==> src/sv/tpts_pkg.sv <==
// Shared types and constants of the two-axis pulse target sequencer.
// Holds the item, configuration and result structs and the code constants.
// Depends on nothing; every other file imports it.
package tpts_pkg;

   localparam int VALUE_WIDTH     = 32;
   localparam int PULSE_WIDTH     = 20;
   localparam int POWER_WIDTH     = 8;
   localparam int MODE_WIDTH      = 3;
   localparam int KIND_WIDTH      = 2;
   localparam int CSR_INDEX_WIDTH = 4;
   localparam int CSR_DATA_WIDTH  = 32;

   typedef enum logic [KIND_WIDTH-1:0] {
      KIND_LIFT_COUNT   = 2'd0,
      KIND_PULLER_COUNT = 2'd1,
      KIND_COMMAND      = 2'd2,
      KIND_TICK         = 2'd3
   } kind_type;

   typedef enum logic [MODE_WIDTH-1:0] {
      MODE_IDLE    = 3'd0,
      MODE_RAISE   = 3'd1,
      MODE_PULL    = 3'd2,
      MODE_RELEASE = 3'd3,
      MODE_SETUP   = 3'd4
   } mode_type;

   // Command codes; the whole 32-bit value is decoded.
   localparam logic [VALUE_WIDTH-1:0] CMD_LIFT_DOWN   = 32'd1;
   localparam logic [VALUE_WIDTH-1:0] CMD_LIFT_STOP   = 32'd2;
   localparam logic [VALUE_WIDTH-1:0] CMD_PULLER_DOWN = 32'd3;
   localparam logic [VALUE_WIDTH-1:0] CMD_PULLER_STOP = 32'd4;
   localparam logic [VALUE_WIDTH-1:0] CMD_RAISE       = 32'd5;
   localparam logic [VALUE_WIDTH-1:0] CMD_PULL        = 32'd6;
   localparam logic [VALUE_WIDTH-1:0] CMD_SETUP       = 32'd7;
   localparam logic [VALUE_WIDTH-1:0] CMD_RELEASE     = 32'd8;

   // Register indexes of the configuration port.
   localparam logic [CSR_INDEX_WIDTH-1:0] CSR_LIFT_RAISE    = 4'd0;
   localparam logic [CSR_INDEX_WIDTH-1:0] CSR_LIFT_SETUP    = 4'd1;
   localparam logic [CSR_INDEX_WIDTH-1:0] CSR_PULL          = 4'd2;
   localparam logic [CSR_INDEX_WIDTH-1:0] CSR_PULLER_SETUP  = 4'd3;
   localparam logic [CSR_INDEX_WIDTH-1:0] CSR_LIFT_DOWN_PWR = 4'd4;
   localparam logic [CSR_INDEX_WIDTH-1:0] CSR_LIFT_UP_PWR   = 4'd5;
   localparam logic [CSR_INDEX_WIDTH-1:0] CSR_PULLER_DN_PWR = 4'd6;
   localparam logic [CSR_INDEX_WIDTH-1:0] CSR_PULLER_UP_PWR = 4'd7;

   // Reset values of the configuration registers.
   localparam logic [PULSE_WIDTH-1:0]        RST_LIFT_RAISE    = 20'd47000;
   localparam logic [PULSE_WIDTH-1:0]        RST_LIFT_SETUP    = 20'd47000;
   localparam logic [PULSE_WIDTH-1:0]        RST_PULL          = 20'd6500;
   localparam logic [PULSE_WIDTH-1:0]        RST_PULLER_SETUP  = 20'd24500;
   localparam logic signed [POWER_WIDTH-1:0] RST_LIFT_DOWN_PWR = -8'sd100;
   localparam logic signed [POWER_WIDTH-1:0] RST_LIFT_UP_PWR   = 8'sd100;
   localparam logic signed [POWER_WIDTH-1:0] RST_PULLER_DN_PWR = -8'sd95;
   localparam logic signed [POWER_WIDTH-1:0] RST_PULLER_UP_PWR = 8'sd95;

   typedef struct packed {
      logic [PULSE_WIDTH-1:0]        lift_raise_pulses;
      logic [PULSE_WIDTH-1:0]        lift_setup_pulses;
      logic [PULSE_WIDTH-1:0]        pull_pulses;
      logic [PULSE_WIDTH-1:0]        puller_setup_pulses;
      logic signed [POWER_WIDTH-1:0] lift_down_power;
      logic signed [POWER_WIDTH-1:0] lift_up_power;
      logic signed [POWER_WIDTH-1:0] puller_down_power;
      logic signed [POWER_WIDTH-1:0] puller_up_power;
   } cfg_type;

   typedef struct packed {
      kind_type                      kind;
      logic signed [VALUE_WIDTH-1:0] value;
   } item_type;

   typedef struct packed {
      logic signed [POWER_WIDTH-1:0] lift_power;
      logic signed [POWER_WIDTH-1:0] puller_power;
      mode_type                      mode;
   } result_type;

endpackage

==> src/sv/two_axis_pulse_target_sequencer.sv <==
// Top level of the two-axis pulse target sequencer: request register, control
// of the result hand-off, configuration port. Depends on tpts_pkg, tpts_csr, tpts_core.
//
//   channel  ports                    direction  accepted when
//   request  req_kind, req_value      in         req_valid && !req_stall
//   result   rsp_lift_power, ...mode  out        rsp_valid && !rsp_stall
//   csr      csr_index, csr_data      in         csr_valid && csr_ready
//
// Every request yields one result: it is held in the request register, then
// taken by the state update, whose registers are the result.
// One request is accepted per cycle while the result side does not stall.
// Reset is synchronous and restores counts, targets, drives, mode and registers.
// A stalled result holds the update stage, which then stalls the request side.
// The configuration port is always ready and takes one write per cycle.
module two_axis_pulse_target_sequencer
   import tpts_pkg::*;
#(
   parameter int COUNT_WIDTH = 32
)
(
   input  logic                          clock,
   input  logic                          reset,
   input  logic                          req_valid,
   output logic                          req_stall,
   input  logic [KIND_WIDTH-1:0]         req_kind,
   input  logic signed [VALUE_WIDTH-1:0] req_value,
   output logic                          rsp_valid,
   input  logic                          rsp_stall,
   output logic signed [POWER_WIDTH-1:0] rsp_lift_power,
   output logic signed [POWER_WIDTH-1:0] rsp_puller_power,
   output logic [MODE_WIDTH-1:0]         rsp_mode,
   input  logic                          csr_valid,
   output logic                          csr_ready,
   input  logic [CSR_INDEX_WIDTH-1:0]    csr_index,
   input  logic [CSR_DATA_WIDTH-1:0]     csr_data
);

   logic       in_valid_ff;
   item_type   in_item_ff;
   logic       out_valid_ff, out_valid_in;
   logic       advance;
   cfg_type    cfg;
   result_type result;

   // The held request moves into the state when the result slot is free or
   // its current contents are being taken in this cycle.
   assign advance   = in_valid_ff && (!out_valid_ff || !rsp_stall);
   assign req_stall = in_valid_ff && !advance;

   always_ff @(posedge clock) begin
      if (reset) begin
         in_valid_ff <= 1'b0;
      end else if (!req_stall) begin
         in_valid_ff <= req_valid;
      end
   end

   // The request payload needs no reset; it is qualified by in_valid_ff.
   always_ff @(posedge clock) begin
      if (!req_stall && req_valid) begin
         in_item_ff.kind  <= kind_type'(req_kind);
         in_item_ff.value <= req_value;
      end
   end

   always_comb begin
      out_valid_in = out_valid_ff;
      if (advance) begin
         out_valid_in = 1'b1;
      end else if (!rsp_stall) begin
         out_valid_in = 1'b0;
      end
   end

   always_ff @(posedge clock) begin
      if (reset) begin
         out_valid_ff <= 1'b0;
      end else begin
         out_valid_ff <= out_valid_in;
      end
   end

   assign csr_ready = 1'b1;

   tpts_csr u_csr (
      .clock    (clock),
      .reset    (reset),
      .wr_en    (csr_valid && csr_ready),
      .wr_index (csr_index),
      .wr_data  (csr_data),
      .cfg      (cfg)
   );

   // The state registers only change on advance, so they hold the last
   // result steady for as long as the result side stalls.
   tpts_core #(
      .COUNT_WIDTH (COUNT_WIDTH)
   ) u_core (
      .clock  (clock),
      .reset  (reset),
      .step   (advance),
      .item   (in_item_ff),
      .cfg    (cfg),
      .result (result)
   );

   assign rsp_valid        = out_valid_ff;
   assign rsp_lift_power   = result.lift_power;
   assign rsp_puller_power = result.puller_power;
   assign rsp_mode         = result.mode;

   // An update always presents its result in the next cycle.
   a_advance_gives_result: assert property (@(posedge clock) disable iff (reset)
      advance |=> out_valid_ff)
      else $error("state update without a result");

   // A result that is not taken stays, and the state behind it stays too.
   a_stalled_result_holds: assert property (@(posedge clock) disable iff (reset)
      (out_valid_ff && rsp_stall) |=> (out_valid_ff && $stable(result)))
      else $error("stalled result was lost or changed");

   // A held request is never dropped while the result side stalls.
   a_held_request_kept: assert property (@(posedge clock) disable iff (reset)
      (in_valid_ff && !advance) |=> (in_valid_ff && $stable(in_item_ff)))
      else $error("held request was lost");

endmodule

==> src/sv/tpts_csr.sv <==
// Configuration register file of the two-axis pulse target sequencer.
// Eight registers written by index; depends on tpts_pkg.
module tpts_csr
   import tpts_pkg::*;
(
   input  logic                       clock,
   input  logic                       reset,
   input  logic                       wr_en,
   input  logic [CSR_INDEX_WIDTH-1:0] wr_index,
   input  logic [CSR_DATA_WIDTH-1:0]  wr_data,
   output cfg_type                    cfg
);

   cfg_type cfg_ff;

   // Bits above a register's width are dropped; unknown indexes are ignored.
   always_ff @(posedge clock) begin
      if (reset) begin
         cfg_ff.lift_raise_pulses   <= RST_LIFT_RAISE;
         cfg_ff.lift_setup_pulses   <= RST_LIFT_SETUP;
         cfg_ff.pull_pulses         <= RST_PULL;
         cfg_ff.puller_setup_pulses <= RST_PULLER_SETUP;
         cfg_ff.lift_down_power     <= RST_LIFT_DOWN_PWR;
         cfg_ff.lift_up_power       <= RST_LIFT_UP_PWR;
         cfg_ff.puller_down_power   <= RST_PULLER_DN_PWR;
         cfg_ff.puller_up_power     <= RST_PULLER_UP_PWR;
      end else if (wr_en) begin
         unique case (wr_index)
            CSR_LIFT_RAISE:    cfg_ff.lift_raise_pulses   <= wr_data[PULSE_WIDTH-1:0];
            CSR_LIFT_SETUP:    cfg_ff.lift_setup_pulses   <= wr_data[PULSE_WIDTH-1:0];
            CSR_PULL:          cfg_ff.pull_pulses         <= wr_data[PULSE_WIDTH-1:0];
            CSR_PULLER_SETUP:  cfg_ff.puller_setup_pulses <= wr_data[PULSE_WIDTH-1:0];
            CSR_LIFT_DOWN_PWR: cfg_ff.lift_down_power     <= wr_data[POWER_WIDTH-1:0];
            CSR_LIFT_UP_PWR:   cfg_ff.lift_up_power       <= wr_data[POWER_WIDTH-1:0];
            CSR_PULLER_DN_PWR: cfg_ff.puller_down_power   <= wr_data[POWER_WIDTH-1:0];
            CSR_PULLER_UP_PWR: cfg_ff.puller_up_power     <= wr_data[POWER_WIDTH-1:0];
            default: begin
            end
         endcase
      end
   end

   assign cfg = cfg_ff;

endmodule

==> src/sv/tpts_core.sv <==
// Sequencer state and its update for one registered item.
// Holds counts, targets, drives and mode; depends on tpts_pkg.
module tpts_core
   import tpts_pkg::*;
#(
   parameter int COUNT_WIDTH = 32
)
(
   input  logic       clock,
   input  logic       reset,
   input  logic       step,
   input  item_type   item,
   input  cfg_type    cfg,
   output result_type result
);

   logic [COUNT_WIDTH-1:0] lift_count_ff, lift_count_in;
   logic [COUNT_WIDTH-1:0] puller_count_ff, puller_count_in;
   logic [COUNT_WIDTH-1:0] lift_target_ff, lift_target_in;
   logic [COUNT_WIDTH-1:0] puller_target_ff, puller_target_in;
   logic signed [POWER_WIDTH-1:0] lift_drive_ff, lift_drive_in;
   logic signed [POWER_WIDTH-1:0] puller_drive_ff, puller_drive_in;
   mode_type mode_ff, mode_in;

   logic [COUNT_WIDTH-1:0] count_ext;
   logic [COUNT_WIDTH-1:0] raise_target, pull_target, release_target;
   logic [COUNT_WIDTH-1:0] lift_setup_target, puller_setup_target;
   logic lift_above, lift_below, puller_above, puller_below;

   // The signed value is sign-extended (or cut) to the count width.
   assign count_ext = COUNT_WIDTH'(item.value);

   assign raise_target        = lift_count_ff + COUNT_WIDTH'(cfg.lift_raise_pulses);
   assign lift_setup_target   = lift_count_ff - COUNT_WIDTH'(cfg.lift_setup_pulses);
   assign pull_target         = puller_count_ff - COUNT_WIDTH'(cfg.pull_pulses);
   assign release_target      = puller_count_ff + COUNT_WIDTH'(cfg.pull_pulses);
   assign puller_setup_target = puller_count_ff - COUNT_WIDTH'(cfg.puller_setup_pulses);

   // Strict signed comparisons of counts against targets.
   assign lift_above   = $signed(lift_target_ff) < $signed(lift_count_ff);
   assign lift_below   = $signed(lift_count_ff) < $signed(lift_target_ff);
   assign puller_above = $signed(puller_target_ff) < $signed(puller_count_ff);
   assign puller_below = $signed(puller_count_ff) < $signed(puller_target_ff);

   // Next mode.
   always_comb begin
      mode_in = mode_ff;
      if (step) begin
         unique case (item.kind)
            KIND_COMMAND: begin
               unique case (item.value)
                  CMD_RAISE:   mode_in = MODE_RAISE;
                  CMD_PULL:    mode_in = MODE_PULL;
                  CMD_SETUP:   mode_in = MODE_SETUP;
                  CMD_RELEASE: mode_in = MODE_RELEASE;
                  default:     mode_in = mode_ff;
               endcase
            end
            KIND_TICK: begin
               unique case (mode_ff)
                  MODE_RAISE:   if (lift_above) mode_in = MODE_IDLE;
                  MODE_PULL:    if (puller_below) mode_in = MODE_IDLE;
                  MODE_RELEASE: if (puller_above) mode_in = MODE_IDLE;
                  MODE_SETUP:   if (lift_below && puller_below) mode_in = MODE_IDLE;
                  default:      mode_in = mode_ff;
               endcase
            end
            default: mode_in = mode_ff;
         endcase
      end
   end

   // Next counts, targets and drives.
   always_comb begin
      lift_count_in    = lift_count_ff;
      puller_count_in  = puller_count_ff;
      lift_target_in   = lift_target_ff;
      puller_target_in = puller_target_ff;
      lift_drive_in    = lift_drive_ff;
      puller_drive_in  = puller_drive_ff;
      if (step) begin
         unique case (item.kind)
            KIND_LIFT_COUNT:   lift_count_in = count_ext;
            KIND_PULLER_COUNT: puller_count_in = count_ext;
            KIND_COMMAND: begin
               unique case (item.value)
                  CMD_LIFT_DOWN:   lift_drive_in = cfg.lift_down_power;
                  CMD_LIFT_STOP:   lift_drive_in = '0;
                  CMD_PULLER_DOWN: puller_drive_in = cfg.puller_down_power;
                  CMD_PULLER_STOP: puller_drive_in = '0;
                  CMD_RAISE: begin
                     lift_target_in = raise_target;
                     lift_drive_in  = cfg.lift_up_power;
                  end
                  CMD_PULL: begin
                     puller_target_in = pull_target;
                     puller_drive_in  = cfg.puller_down_power;
                     lift_drive_in    = '0;
                  end
                  CMD_SETUP: begin
                     lift_target_in   = lift_setup_target;
                     puller_target_in = puller_setup_target;
                     lift_drive_in    = cfg.lift_down_power;
                     puller_drive_in  = cfg.puller_down_power;
                  end
                  CMD_RELEASE: begin
                     puller_target_in = release_target;
                     puller_drive_in  = cfg.puller_up_power;
                     lift_drive_in    = '0;
                  end
                  default: begin
                  end
               endcase
            end
            KIND_TICK: begin
               case (mode_ff)
                  MODE_RAISE: begin
                     if (lift_above) lift_drive_in = '0;
                  end
                  MODE_PULL: begin
                     if (puller_below) begin
                        lift_drive_in   = '0;
                        puller_drive_in = '0;
                     end
                  end
                  MODE_RELEASE: begin
                     if (puller_above) begin
                        lift_drive_in   = '0;
                        puller_drive_in = '0;
                     end
                  end
                  MODE_SETUP: begin
                     if (lift_below) lift_drive_in = '0;
                     if (puller_below) puller_drive_in = '0;
                  end
                  default: begin
                  end
               endcase
            end
            default: begin
            end
         endcase
      end
   end

   always_ff @(posedge clock) begin
      if (reset) begin
         lift_count_ff    <= '0;
         puller_count_ff  <= '0;
         lift_target_ff   <= '0;
         puller_target_ff <= '0;
         lift_drive_ff    <= '0;
         puller_drive_ff  <= '0;
         mode_ff          <= MODE_IDLE;
      end else begin
         lift_count_ff    <= lift_count_in;
         puller_count_ff  <= puller_count_in;
         lift_target_ff   <= lift_target_in;
         puller_target_ff <= puller_target_in;
         lift_drive_ff    <= lift_drive_in;
         puller_drive_ff  <= puller_drive_in;
         mode_ff          <= mode_in;
      end
   end

   assign result.lift_power   = lift_drive_ff;
   assign result.puller_power = puller_drive_ff;
   assign result.mode         = mode_ff;

   // A tick while idle changes neither drive nor mode.
   a_idle_tick_quiet: assert property (@(posedge clock) disable iff (reset)
      (step && item.kind == KIND_TICK && mode_ff == MODE_IDLE) |=>
      ($stable(lift_drive_ff) && $stable(puller_drive_ff) && mode_ff == MODE_IDLE))
      else $error("tick in idle changed the sequencer state");

   // Only a tick can bring an active mode back to idle.
   a_idle_only_by_tick: assert property (@(posedge clock) disable iff (reset)
      (step && item.kind != KIND_TICK && mode_ff != MODE_IDLE) |=> mode_ff != MODE_IDLE)
      else $error("mode returned to idle without a tick");

   // Targets move only on a command.
   a_targets_by_command: assert property (@(posedge clock) disable iff (reset)
      !(step && item.kind == KIND_COMMAND) |=>
      ($stable(lift_target_ff) && $stable(puller_target_ff)))
      else $error("target changed without a command");

endmodule
==> config.mk <==
export PLATFORM = sky130hd
export DESIGN_NAME = two_axis_pulse_target_sequencer
export DESIGN_NICKNAME = d
export VERILOG_FILES = /design/src/sv/tpts_pkg.sv /design/src/sv/two_axis_pulse_target_sequencer.sv /design/src/sv/tpts_csr.sv /design/src/sv/tpts_core.sv
export SDC_FILE = /design/constraint.sdc
export NUM_CORES = 1
export LEC_CHECK = 0
export BUFFER_PORTS_ARGS = -buffer_cell sky130_fd_sc_hd__buf_4
export CAP_MARGIN = 10
export CORE_UTILIZATION = 65
export CTS_BUF_LIST = sky130_fd_sc_hd__clkbuf_8
export DETAILED_ROUTE_END_ITERATION = 10
export PLACE_DENSITY = 0.9
export SLEW_MARGIN = 40
export SYNTH_ARGS = -nofsm -noshare
export SYNTH_HDL_FRONTEND = slang
export SYNTH_HIERARCHICAL = 1
export SYNTH_SLANG_ARGS = --single-unit
==> constraint.sdc <==
create_clock -name clock -period 7.9 [get_ports clock]
set_input_delay 0.79 -clock clock [delete_from_list [all_inputs] [get_ports clock]]
set_output_delay 0.79 -clock clock [all_outputs]
set_load 0.005 [all_outputs]
Word level (Yosys, flattened, before mapping)
Cells that the tools add are included.
{ "totals": {"word_cells": 116, "out_inout_bits": 22, "regBits": 295, "inputBits": 75} }
{ "classes": {"magnitude_cmp": 4, "reduce_logical": 33, "n_eq_ne": 34, "n_mux": 21, "add_sub_neg": 5} }
{ "op_table": {"columns": ["op", "count"], "rows": [
  ["32-bit by 3-bit == test with 1-bit output (second input constant)", 4],
  ["32-bit < comparator", 4],
  ["32-bit case mux with 3 select lines", 1],
  ["32-bit by 20-bit subtractor with 32-bit output", 3],
  ["32-bit by 20-bit adder with 32-bit output", 2],
  ["32-bit by 2-bit == test with 1-bit output (second input constant)", 2],
  ["32-bit case mux with 2 select lines", 1],
  ["8-bit case mux with 2 select lines", 3],
  ["8-bit case mux with 3 select lines", 2],
  ["32-bit by 1-bit == test with 1-bit output (second input constant)", 1],
  ["32-bit by 4-bit == test with 1-bit output (second input constant)", 1],
  ["8-bit two-way mux", 4],
  ["8-bit case mux with 4 select lines", 1],
  ["3-bit case mux with 4 select lines", 2],
  ["2-bit AND reduction", 10],
  ["3-bit by 2-bit != test with 1-bit output (second input constant)", 6],
  ["4-bit by 3-bit == test with 1-bit output (second input constant)", 4],
  ["8-bit AND reduction", 2],
  ["3-bit two-way mux", 4],
  ["4-bit by 2-bit == test with 1-bit output (second input constant)", 2],
  ["3-bit by 2-bit == test with 1-bit output (second input constant)", 2],
  ["3-bit case mux with 2 select lines", 1],
  ["3-bit AND reduction", 2],
  ["6-bit AND reduction", 1],
  ["21 further kinds", 32]
]} }

Logic depth before layout (Yosys ltp)
Gate-level depths: netlist (run 1).
{ "logic_depth": {"ltp_word": 7, "ltp_mapped": 22} }

Modules after synthesis
The synthesis (run 1) kept the hierarchy.
{ "by_module_without_submodules": {"columns": ["mod", "cells_per_inst", "seq_area_each_um2", "n_inst", "area_each_um2"], "rows": [
  ["tpts_core", 1605, 2942.8, 1, 11822.6],
  ["tpts_csr", 412, 2242.2, 1, 4359.2],
  ["two_axis_pulse_target_sequencer", 46, 1061.0, 1, 1118.6]
]} }

Worst setup path before layout (run 1)
OpenSTA, ideal clock, no wires.
{ "synth_path": {"kind": "register -> register", "startpoint": "register u_csr.cfg_ff, in the netlist u_csr/cfg[55]", "endpoint": "register u_core.puller_target_ff[30]", "period_less_slack_ps": 4935, "setup_slack_ps": 2965, "t_required_ps": 7805, "arrival_ps": 4840, "path_stages_with_launch": 21, "path_cell_list": "dfxtp_1 > nor3_2 > nand3_1 > or4b_1 > or3_1 > or3_1 > or3_1 > nor3_1 > nand2_1 > a21oi_1 > a21oi_1 > ha_1 > a21o_1 > a21oi_1 > nor2_1 > o21ai_0 > o311ai_1 > o41ai_1 > o21ai_1 > or4b_1 > o311ai_1"} }
{ "synth_via": {"elab_chain_cells": 2} }
{ "synth_rtl": {"columns": ["item", "line", "source"], "rows": [
  ["from (decl)", "tpts_csr.sv:14", "cfg_type cfg_ff;"],
  ["32-bit by 20-bit adder with 32-bit output or 32-bit by 20-bit subtractor with 32-bit output (tied branches)", "tpts_core.sv:36, tpts_core.sv:35", null],
  ["32-bit case mux with 3 select lines (*)", "tpts_core.sv:86", "unique case (item.value)"],
  ["to (signal assigned)", "tpts_core.sv:159", "puller_target_ff <= puller_target_in;"],
  ["to (decl)", "tpts_core.sv:20", "logic [COUNT_WIDTH-1:0] puller_target_ff, puller_target_in;"]
]} }
Every way passes the cells marked *; elsewhere a longest branch is shown, timed or not.
A chain may end at the register's enable or synchronous reset.

Final worst setup path (run 1)
{ "layout_path": {"startpoint": "register in_item_ff[4] (netlist name)", "endpoint": "register u_core.puller_target_ff[30]"} }
{ "layout_via": {"elab_chain_cells": 3} }
{ "layout_rtl": {"columns": ["item", "line", "source"], "rows": [
  ["from (decl)", "two_axis_pulse_target_sequencer.sv:39", "item_type in_item_ff;"],
  ["32-bit by 3-bit == test with 1-bit output or 32-bit by 4-bit == test with 1-bit output (tied branches)", "tpts_core.sv:86", null],
  ["3-bit nonzero test (no line)", null, null],
  ["3-bit AND reduction (no line)", null, null]
]} }
Parallel ways exist; a longest one is shown, timed or not.

==> out/results.txt, run 1 <==
Post-synth top flop -> dfxtp_1
Sequential share of the synthesized area -> 36.10%
Ports -> 97
DRT Pass-1 Iters -> 9
Post-Route M1 WL -> 19510 um
Crit path buf inv count -> 0
Vias in the first global route -> 15.63k
Critical path type -> register to register
Leak Pwr -> 8.274 nW
Die height -> 165.1 um
Final Hold Viols -> 0
Clk root buf -> clkbuf_8
Max FO, Critical Path -> 25
Most frequent cells in the layout -> nand2_1 (314), dfxtp_1 (261), a21oi_1 (199), nor2_1 (149), mux2i_1 (131)
Post-synth top area cell -> dfxtp_1
Met3 wire length -> 3938 um
CTS H-tree depth -> 2
I/O Buffers -> 83
Pin count of the biggest net entering global routing -> 122
Worst slack, placed -> 1.818 ns
1st-iter DRT viols -> 1718
CP required -> 8.35 ns
Slew HR -> 45.42%
Synthesis-stage register bit count -> 295
Area delta synth->final -> 10.53%
Top cell type's share of synthesized area -> 30.20%
Grt ovf -> 0
Final setup violation count -> 0
Number of buffers created by CTS -> 49
Ys Warns -> 6
Mean Syn Cell Area -> 8.386 um2
Share of cells above drive strength 1 -> 9.475%
Post-synth ARST share -> 0%
DR vias -> 15.83k
Status -> finished clean
Crit. End Element -> register
CP Cell Sequence -> nor4_1, nand3_1, or2_2, or2_2, nand2_1, nor3_1, a221o_1, ha_1, nor2b_1, o21bai_1, a311o_1, a21boi_1, a21oi_1, o311ai_1, o41ai_1, o21ai_1, or4b_1, o311ai_1
RSZ-0062 raised after global routing -> false
Initial antenna violation count -> 1
Routed WL -> 49260 um
Top post-synthesis cells by area -> dfxtp_1 (30%), ha_1 (9.3%), mux2i_1 (7.6%), nand2_1 (6.8%), edfxtp_1 (5.9%)
Synth unique cells -> 81
TritonCTS clock tree -> done
Min Tclk post-route -> 6.250 ns
First-pass GRT wire length -> 77380 um
Hold/Removal Path Class -> input port to register
Final ANT Viol Nets -> 0
Routability Congestion -> 0.9692
Final Max Tran Viols -> 0
Number of cell rows -> 59
# DRC -> 0
Detail Route met2 WL -> 22630 um
Clock latency on the worst-skew pair -> 0.60 ns
Final setup margin -> 1.650 ns
CP Launch Type -> register
Post-synth EDFFs -> 34
Diode count -> 0
IR drop worst, VDD -> 0.0001750 V
Setup_tns -> 0 ns
Critical Path Slowest Stage Cell -> nor4_1
Syn_nets -> 2269
Crit path DAT -> 6.70 ns
Final period utilization -> 79.12%
Fillers -> 1879
Die width -> 165.1 um
Max clock buf depth -> 3
Via density -> 6.364
CTS Hold Buffers Added -> 0
Overall routing resource usage -> 36.09%
Mapped cell area -> 0.01730 mm2
Commonest non-fill, non-tap cell in the layout -> nand2_1
Final nets -> 2320
Worst Max-Slew Pin Slew -> 0.8132 ns
Core area -> 0.02606 mm2
Hpwl dp -> 34430 um
Reg clk slew, reported paths -> 0.07 ns
Die ar. -> 0.02727 mm2
Clk sinks -> 295
CP top delay family -> simple AND/OR/NAND/NOR gates
Top layer used by detailed routing -> met5
Starting density of the core -> 66.39%
Skew final -> 0.03781 ns
Post_cts resized -> 0
Max frequency -> 160.0 MHz
Crit path largest cell delay -> 0.62 ns
Count of mapped cells out of synthesis -> 2063
WL/cell -> 19.80 um
Power Density -> 171.7 mW/mm2
Post-CTS setup buffers -> 0
Max Cap Violations -> 0
[worst paths after layout]
path	from	endpoint	slack [ns]	depth (start not counted)
setup reg to reg	in_item_ff[4]	u_core/puller_target_ff[30]	1.65	18
hold reg to reg	u_core/puller_target_ff[9]	u_core/puller_target_ff[9]	0.45	2
hold / removal	req_value[25]	in_item_ff[25]	0.36	1
setup / recovery	in_item_ff[4]	u_core/puller_target_ff[30]	1.65	18
[cell families after synthesis]
family	count (synthesis)	synth area share, %
AND/OR/NAND/NOR	758	20.90
adder cells (fa/ha/maj)	131	9.561
XOR/XNOR	76	3.848
buffers and inverters	189	4.390
flip-flops	295	36.10
AO/OA/AOI/OAI	482	17.60
other	1	0.02168
multiplexers	131	7.579
[registers in the layout, indices dropped and copies added (netlist names)]
register                 count
in_item_ff                  34
in_valid_ff                  1
rsp_valid                    1
u_core/lift_count_ff        32
u_core/lift_drive_ff         8
u_core/lift_target_ff       32
u_core/mode_ff               3
u_core/puller_count_ff      32
u_core/puller_drive_ff       8
u_core/puller_target_ff     32
u_csr/cfg                  112
[metrics by stage]
stage,area (um2),instances,total power [mW],hold slack [ns],utilization (%)
final,19120,2488,3.283,0.3611,73.38
after global routing,19120,2488,3.376,0.3657,73.38
after CTS,19110,2488,3.283,0.3559,73.32
after detailed placement,18080,2398,1.886,0.4430,69.40
after global placement,18050,2397,1.875,0.4388,69.26
after floorplan,17300,2063,1.785,0.4319,-
[synthesized netlist by cell type (6+ instances only)]
cell type	instances
or3_1	19
nand3_1	23
buf_2	8
nor3_1	35
and3_1	6
nand3b_1	6
a311o_1	6
nand2_1	314
o21ai_0	69
nor2b_1	17
mux2i_1	131
a211oi_1	10
inv_1	90
a21oi_1	199
o41ai_1	13
dfxtp_1	261
nor4_1	14
clkbuf_1	78
nand4_1	24
nor3b_1	10
edfxtp_1	34
o211ai_1	7
xor2_1	30
a21o_1	53
a221o_1	11
o21ai_1	13
xnor2_1	46
o21a_1	15
nand2b_1	92
o21bai_1	11
a22o_1	16
a31oi_1	9
nor2_1	151
ha_1	129
[where the power goes]
group	internal [mW]	leakage, nW	total (mW)	switching (mW)
sequential	1.54	2.44	1.57	0.0306
clock	0.757	0.572	1.41	0.657
combinational	0.118	5.26	0.295	0.177
total	2.42	8.27	3.28	0.865
[per-layer routing]
layer  vias to the layer above  GRT usage [%]
li1                       7382              -
met1                      7411          43.62
met2                       816          59.55
met3                       222          5.719
met4                         2          23.48
met5                         -              0
[layout make-up]
class                      count  area, um2  share of cell area [%]
tap                          335      419.2                   2.192
sequential                   295       6246                   32.66
timing repair buffer          98      749.5                   3.919
inverter                      91      341.6                   1.786
clock buffer                  60      825.8                   4.319
clock inverter                30      197.7                   1.034
multi-input combinational   1579      10340                   54.09
(Power assumes the default switching activity.)
==> run 2, diff against run 1 <==
Settings changed: ABC_AREA from default to 1, CORE_UTILIZATION 65 to 64, PLACE_DENSITY 0.9 to 0.89.
Clock period 7.9 ns to 6.3 ns, I/O delays scaled along.
==> out/results.txt, run 2 <==
Status -> finished clean
WL/cell -> 18.11 um (-8.5%)
Synthesis-stage register bit count -> 295 (unchanged)
Final nets -> 2994 (+29%)
Area delta synth->final -> 10.15%
Final cell count without fillers -> 3204 (+29%)
Die ar. -> 0.02968 mm2 (+8.8%)
Final setup violation count -> 0 (unchanged)
Hold path start -> req_value[31]
1st-iter DRT viols -> 2195 (+28%)
Hold/Removal Path Class -> input port to register
Mapped cell area -> 0.01856 mm2 (+7.3%)
Initial antenna violation count -> 0 (-1)
Most common cell in the netlist -> nand2_1
Leak Pwr -> 9.851 nW (+19%)
Critical Path Slowest Stage Cell -> nand3_1
DRT Pass-1 Iters -> 9 (unchanged)
Final ANT Viol Nets -> 0 (unchanged)
Reg-to-reg endpoint -> u_core/puller_target_ff[31]
Crit path DAT -> 5.71 ns (-0.99 ns)
Fillers -> 2261 (+20%)
Reg2Reg Depth -> 24 (+6)
CP Cell Sequence -> nor2_1, nand4_1, nand3b_1, nor2_1, nand3_1, nand2_2, nor2_1, a221oi_1, inv_1, ha_1, nand2_1, a21oi_1, nor2_1, nand2_1, nand2_1, nand2_1, nand3_1, nand2_1, nand2_1, nand2_1, nand3b_1, nand3_1, nand2_1, inv_1
Synth unique cells -> 62 (-23%)
Share of cells above drive strength 1 -> 8.740% (-0.73 points)
Overall routing resource usage -> 38.72% (+2.6 points)
Ys Warns -> 6 (unchanged)
Post_cts resized -> 0 (unchanged)
IR drop worst, VDD -> 0.0001908 V (+9.1%)
Most frequent cells in the layout -> nand2_1 (564), nor2_1 (409), inv_1 (343), dfxtp_1 (261), a21oi_1 (216)
Synth top cells by count -> nand2_1 (564), nor2_1 (410), inv_1 (334)
Setup_tns -> 0 ns (unchanged)
Grt ovf -> 0 (unchanged)
WHS Path Cells -> 1 (unchanged)
RSZ-0062 raised after global routing -> false
DR vias -> 18.84k (+19%)
Hpwl dp -> 43230 um (+26%)
Top cell type's share of synthesized area -> 28.16% (-2.0 points)
Worst r2r src -> in_item_ff[8]
Number of buffers created by CTS -> 49 (unchanged)
R2R Setup Slk -> 1.09 ns (-0.56 ns)
Number of cell rows -> 61 (+3.4%)
Clock latency on the worst-skew pair -> 0.60 ns (about the same)
Post-synth EDFFs -> 34 (unchanged)
Final Max Tran Viols -> 0 (unchanged)
Reg clk slew, reported paths -> 0.07 ns (about the same)
Routability Congestion -> 0.9748 (+0.58%)
Post-synth top flop -> dfxtp_1
Max frequency -> 192.1 MHz (+20%)
Max clock buf depth -> 3 (unchanged)
Clk sinks -> 295 (unchanged)
Commonest non-fill, non-tap cell in the layout -> nand2_1
Top post-synthesis cells by area -> dfxtp_1 (28%), nand2_1 (11%), ha_1 (8.7%), nor2_1 (8.3%), inv_1 (6.8%)
Sequential share of the synthesized area -> 33.66% (-2.4 points)
Die width -> 172.3 um (+4.3%)
Post-synth ARST share -> 0% (unchanged)
Final period utilization -> 82.65% (+3.5 points)
Critical path type -> register to register
Vias in the first global route -> 17.35k (+11%)
Crit. End Element -> register
Count of mapped cells out of synthesis -> 2726 (+32%)
Min Tclk post-route -> 5.207 ns (-1.044 ns)
Max FO, Critical Path -> 12 (-52%)
Area after DPL -> 0.01937 mm2 (+7.1%)
Crit path top cell by count -> nand2_1
Clk root buf -> clkbuf_8
Mean Syn Cell Area -> 6.807 um2 (-19%)
Power Density -> 217.3 mW/mm2 (+27%)
Slew HR -> 44.24% (-1.2 points)
I/O Buffers -> 83 (unchanged)
Die height -> 172.3 um (+4.3%)
CP required -> 6.80 ns (-1.55 ns)
Cell count after placement -> 3115 (+30%)
Crit path largest cell delay -> 0.49 ns (-0.13 ns)
Max reg flops -> 112 (unchanged)
First-pass GRT wire length -> 89100 um (+15%)
Syn_nets -> 2932 (+29%)
Routed WL -> 58010 um (+18%)
Finished layout cell area -> 0.02044 mm2 (+6.9%)
Final Hold Viols -> 0 (unchanged)
Max Cap Violations -> 0 (unchanged)
Hold path endpoint -> in_item_ff[31]
Pin count of the biggest net entering global routing -> 121 (-0.82%)
Final Power -> 4.440 mW (+35%)
Post-CTS setup buffers -> 0 (unchanged)
CTS H-tree depth -> 2 (unchanged)
TritonCTS clock tree -> done
CP Launch Type -> register
Via density -> 5.879 (-7.6%)
Skew final -> 0.04108 ns (+0.003271 ns)
Starting density of the core -> 65.88% (-0.51 points)
Core area -> 0.02816 mm2 (+8.1%)
# DRC -> 0 (unchanged)
Diode count -> 0 (unchanged)
Worst Max-Slew Pin Slew -> 0.8319 ns (+0.01866 ns)
Ports -> 97 (unchanged)
Post-synth top area cell -> dfxtp_1
CTS Hold Buffers Added -> 0 (unchanged)
[run 2: worst max-delay path: cells and delay by family, from the launching register on]
kind                     cells  cell delay, ns
AO/OA/AOI/OAI                2            0.59
flip-flops                   1            0.44
adder cells (fa/ha/maj)      1            0.39
AND/OR/NAND/NOR             19            3.52
buffers and inverters        2            0.17
[run 2: through the flow]
stage          setup slack [ns]  utilization [%]  hold slack, ns
2_1_floorplan             2.823                -          0.4292
3_3_place_gp              1.491            68.74          0.4393
3_5_place_dp              1.393            68.79          0.4425
4_1_cts                   1.375            72.57          0.1928
5_1_grt                  0.9127            72.57          0.1992
6_report                  1.093            72.57          0.2055
[run 2: layout make-up]
type	instances	area (um2)	share of cell area [%]
clock buffer	62	853.3	4.175
clock inverter	27	211.5	1.035
inverter	351	1319	6.452
multi-input combinational	1993	10600	51.85
sequential	295	6246	30.56
tap	378	473.0	2.314
timing repair buffer	98	739.5	3.618
[run 2: kinds of logic (layout without fill, tap and decap cells)]
| kind of cell | count (synthesis) | after routing | synth area share, % |
|---|---|---|---|
| AOI/OAI and AO/OA | 509 | 509 | 14.81 |
| xor gates and xnor gates | 77 | 77 | 3.635 |
| adders and majority gates | 131 | 131 | 8.914 |
| buffers and inverters | 438 | 538 | 9.366 |
| DFF | 295 | 295 | 33.66 |
| muxes | 1 | 1 | 0.05395 |
| other | 1 | 1 | 0.02021 |
| and+or+nand+nor | 1274 | 1274 | 29.53 |
[run 2: routing by layer]
metal,part of all wire (%),GRT usage [%]
met1,42,51.46
met2,44,61.43
met3,10,6.294
met4,4.3,17.81
met5,0,0
[run 2: power by group]
part	internal [mW]	total (mW)	switching, mW	leakage [nW]
registers	1.95	2.01	0.0544	2.45
clock network	1.02	1.83	0.814	0.598
logic	0.206	0.603	0.397	6.81
total	3.18	4.44	1.27	9.85
[run 2: how the worst max path moves through the flow]
stage | start | to | slack [ns] | cells after the start
6_report | in_item_ff[8] | u_core/puller_target_ff[31] | 1.09 | 24
5_1_grt | in_item_ff[8] | u_core/puller_target_ff[29] | 0.91 | 20
4_1_cts | in_item_ff[8] | u_core/puller_target_ff[24] | 1.38 | 19
3_5_place_dp | in_item_ff[8] | u_core/puller_target_ff[24] | 1.39 | 19
3_3_place_gp | in_item_ff[8] | u_core/puller_target_ff[30] | 1.49 | 19
2_1_floorplan | in_item_ff[14] | u_core/puller_target_ff[17] | 2.82 | 21
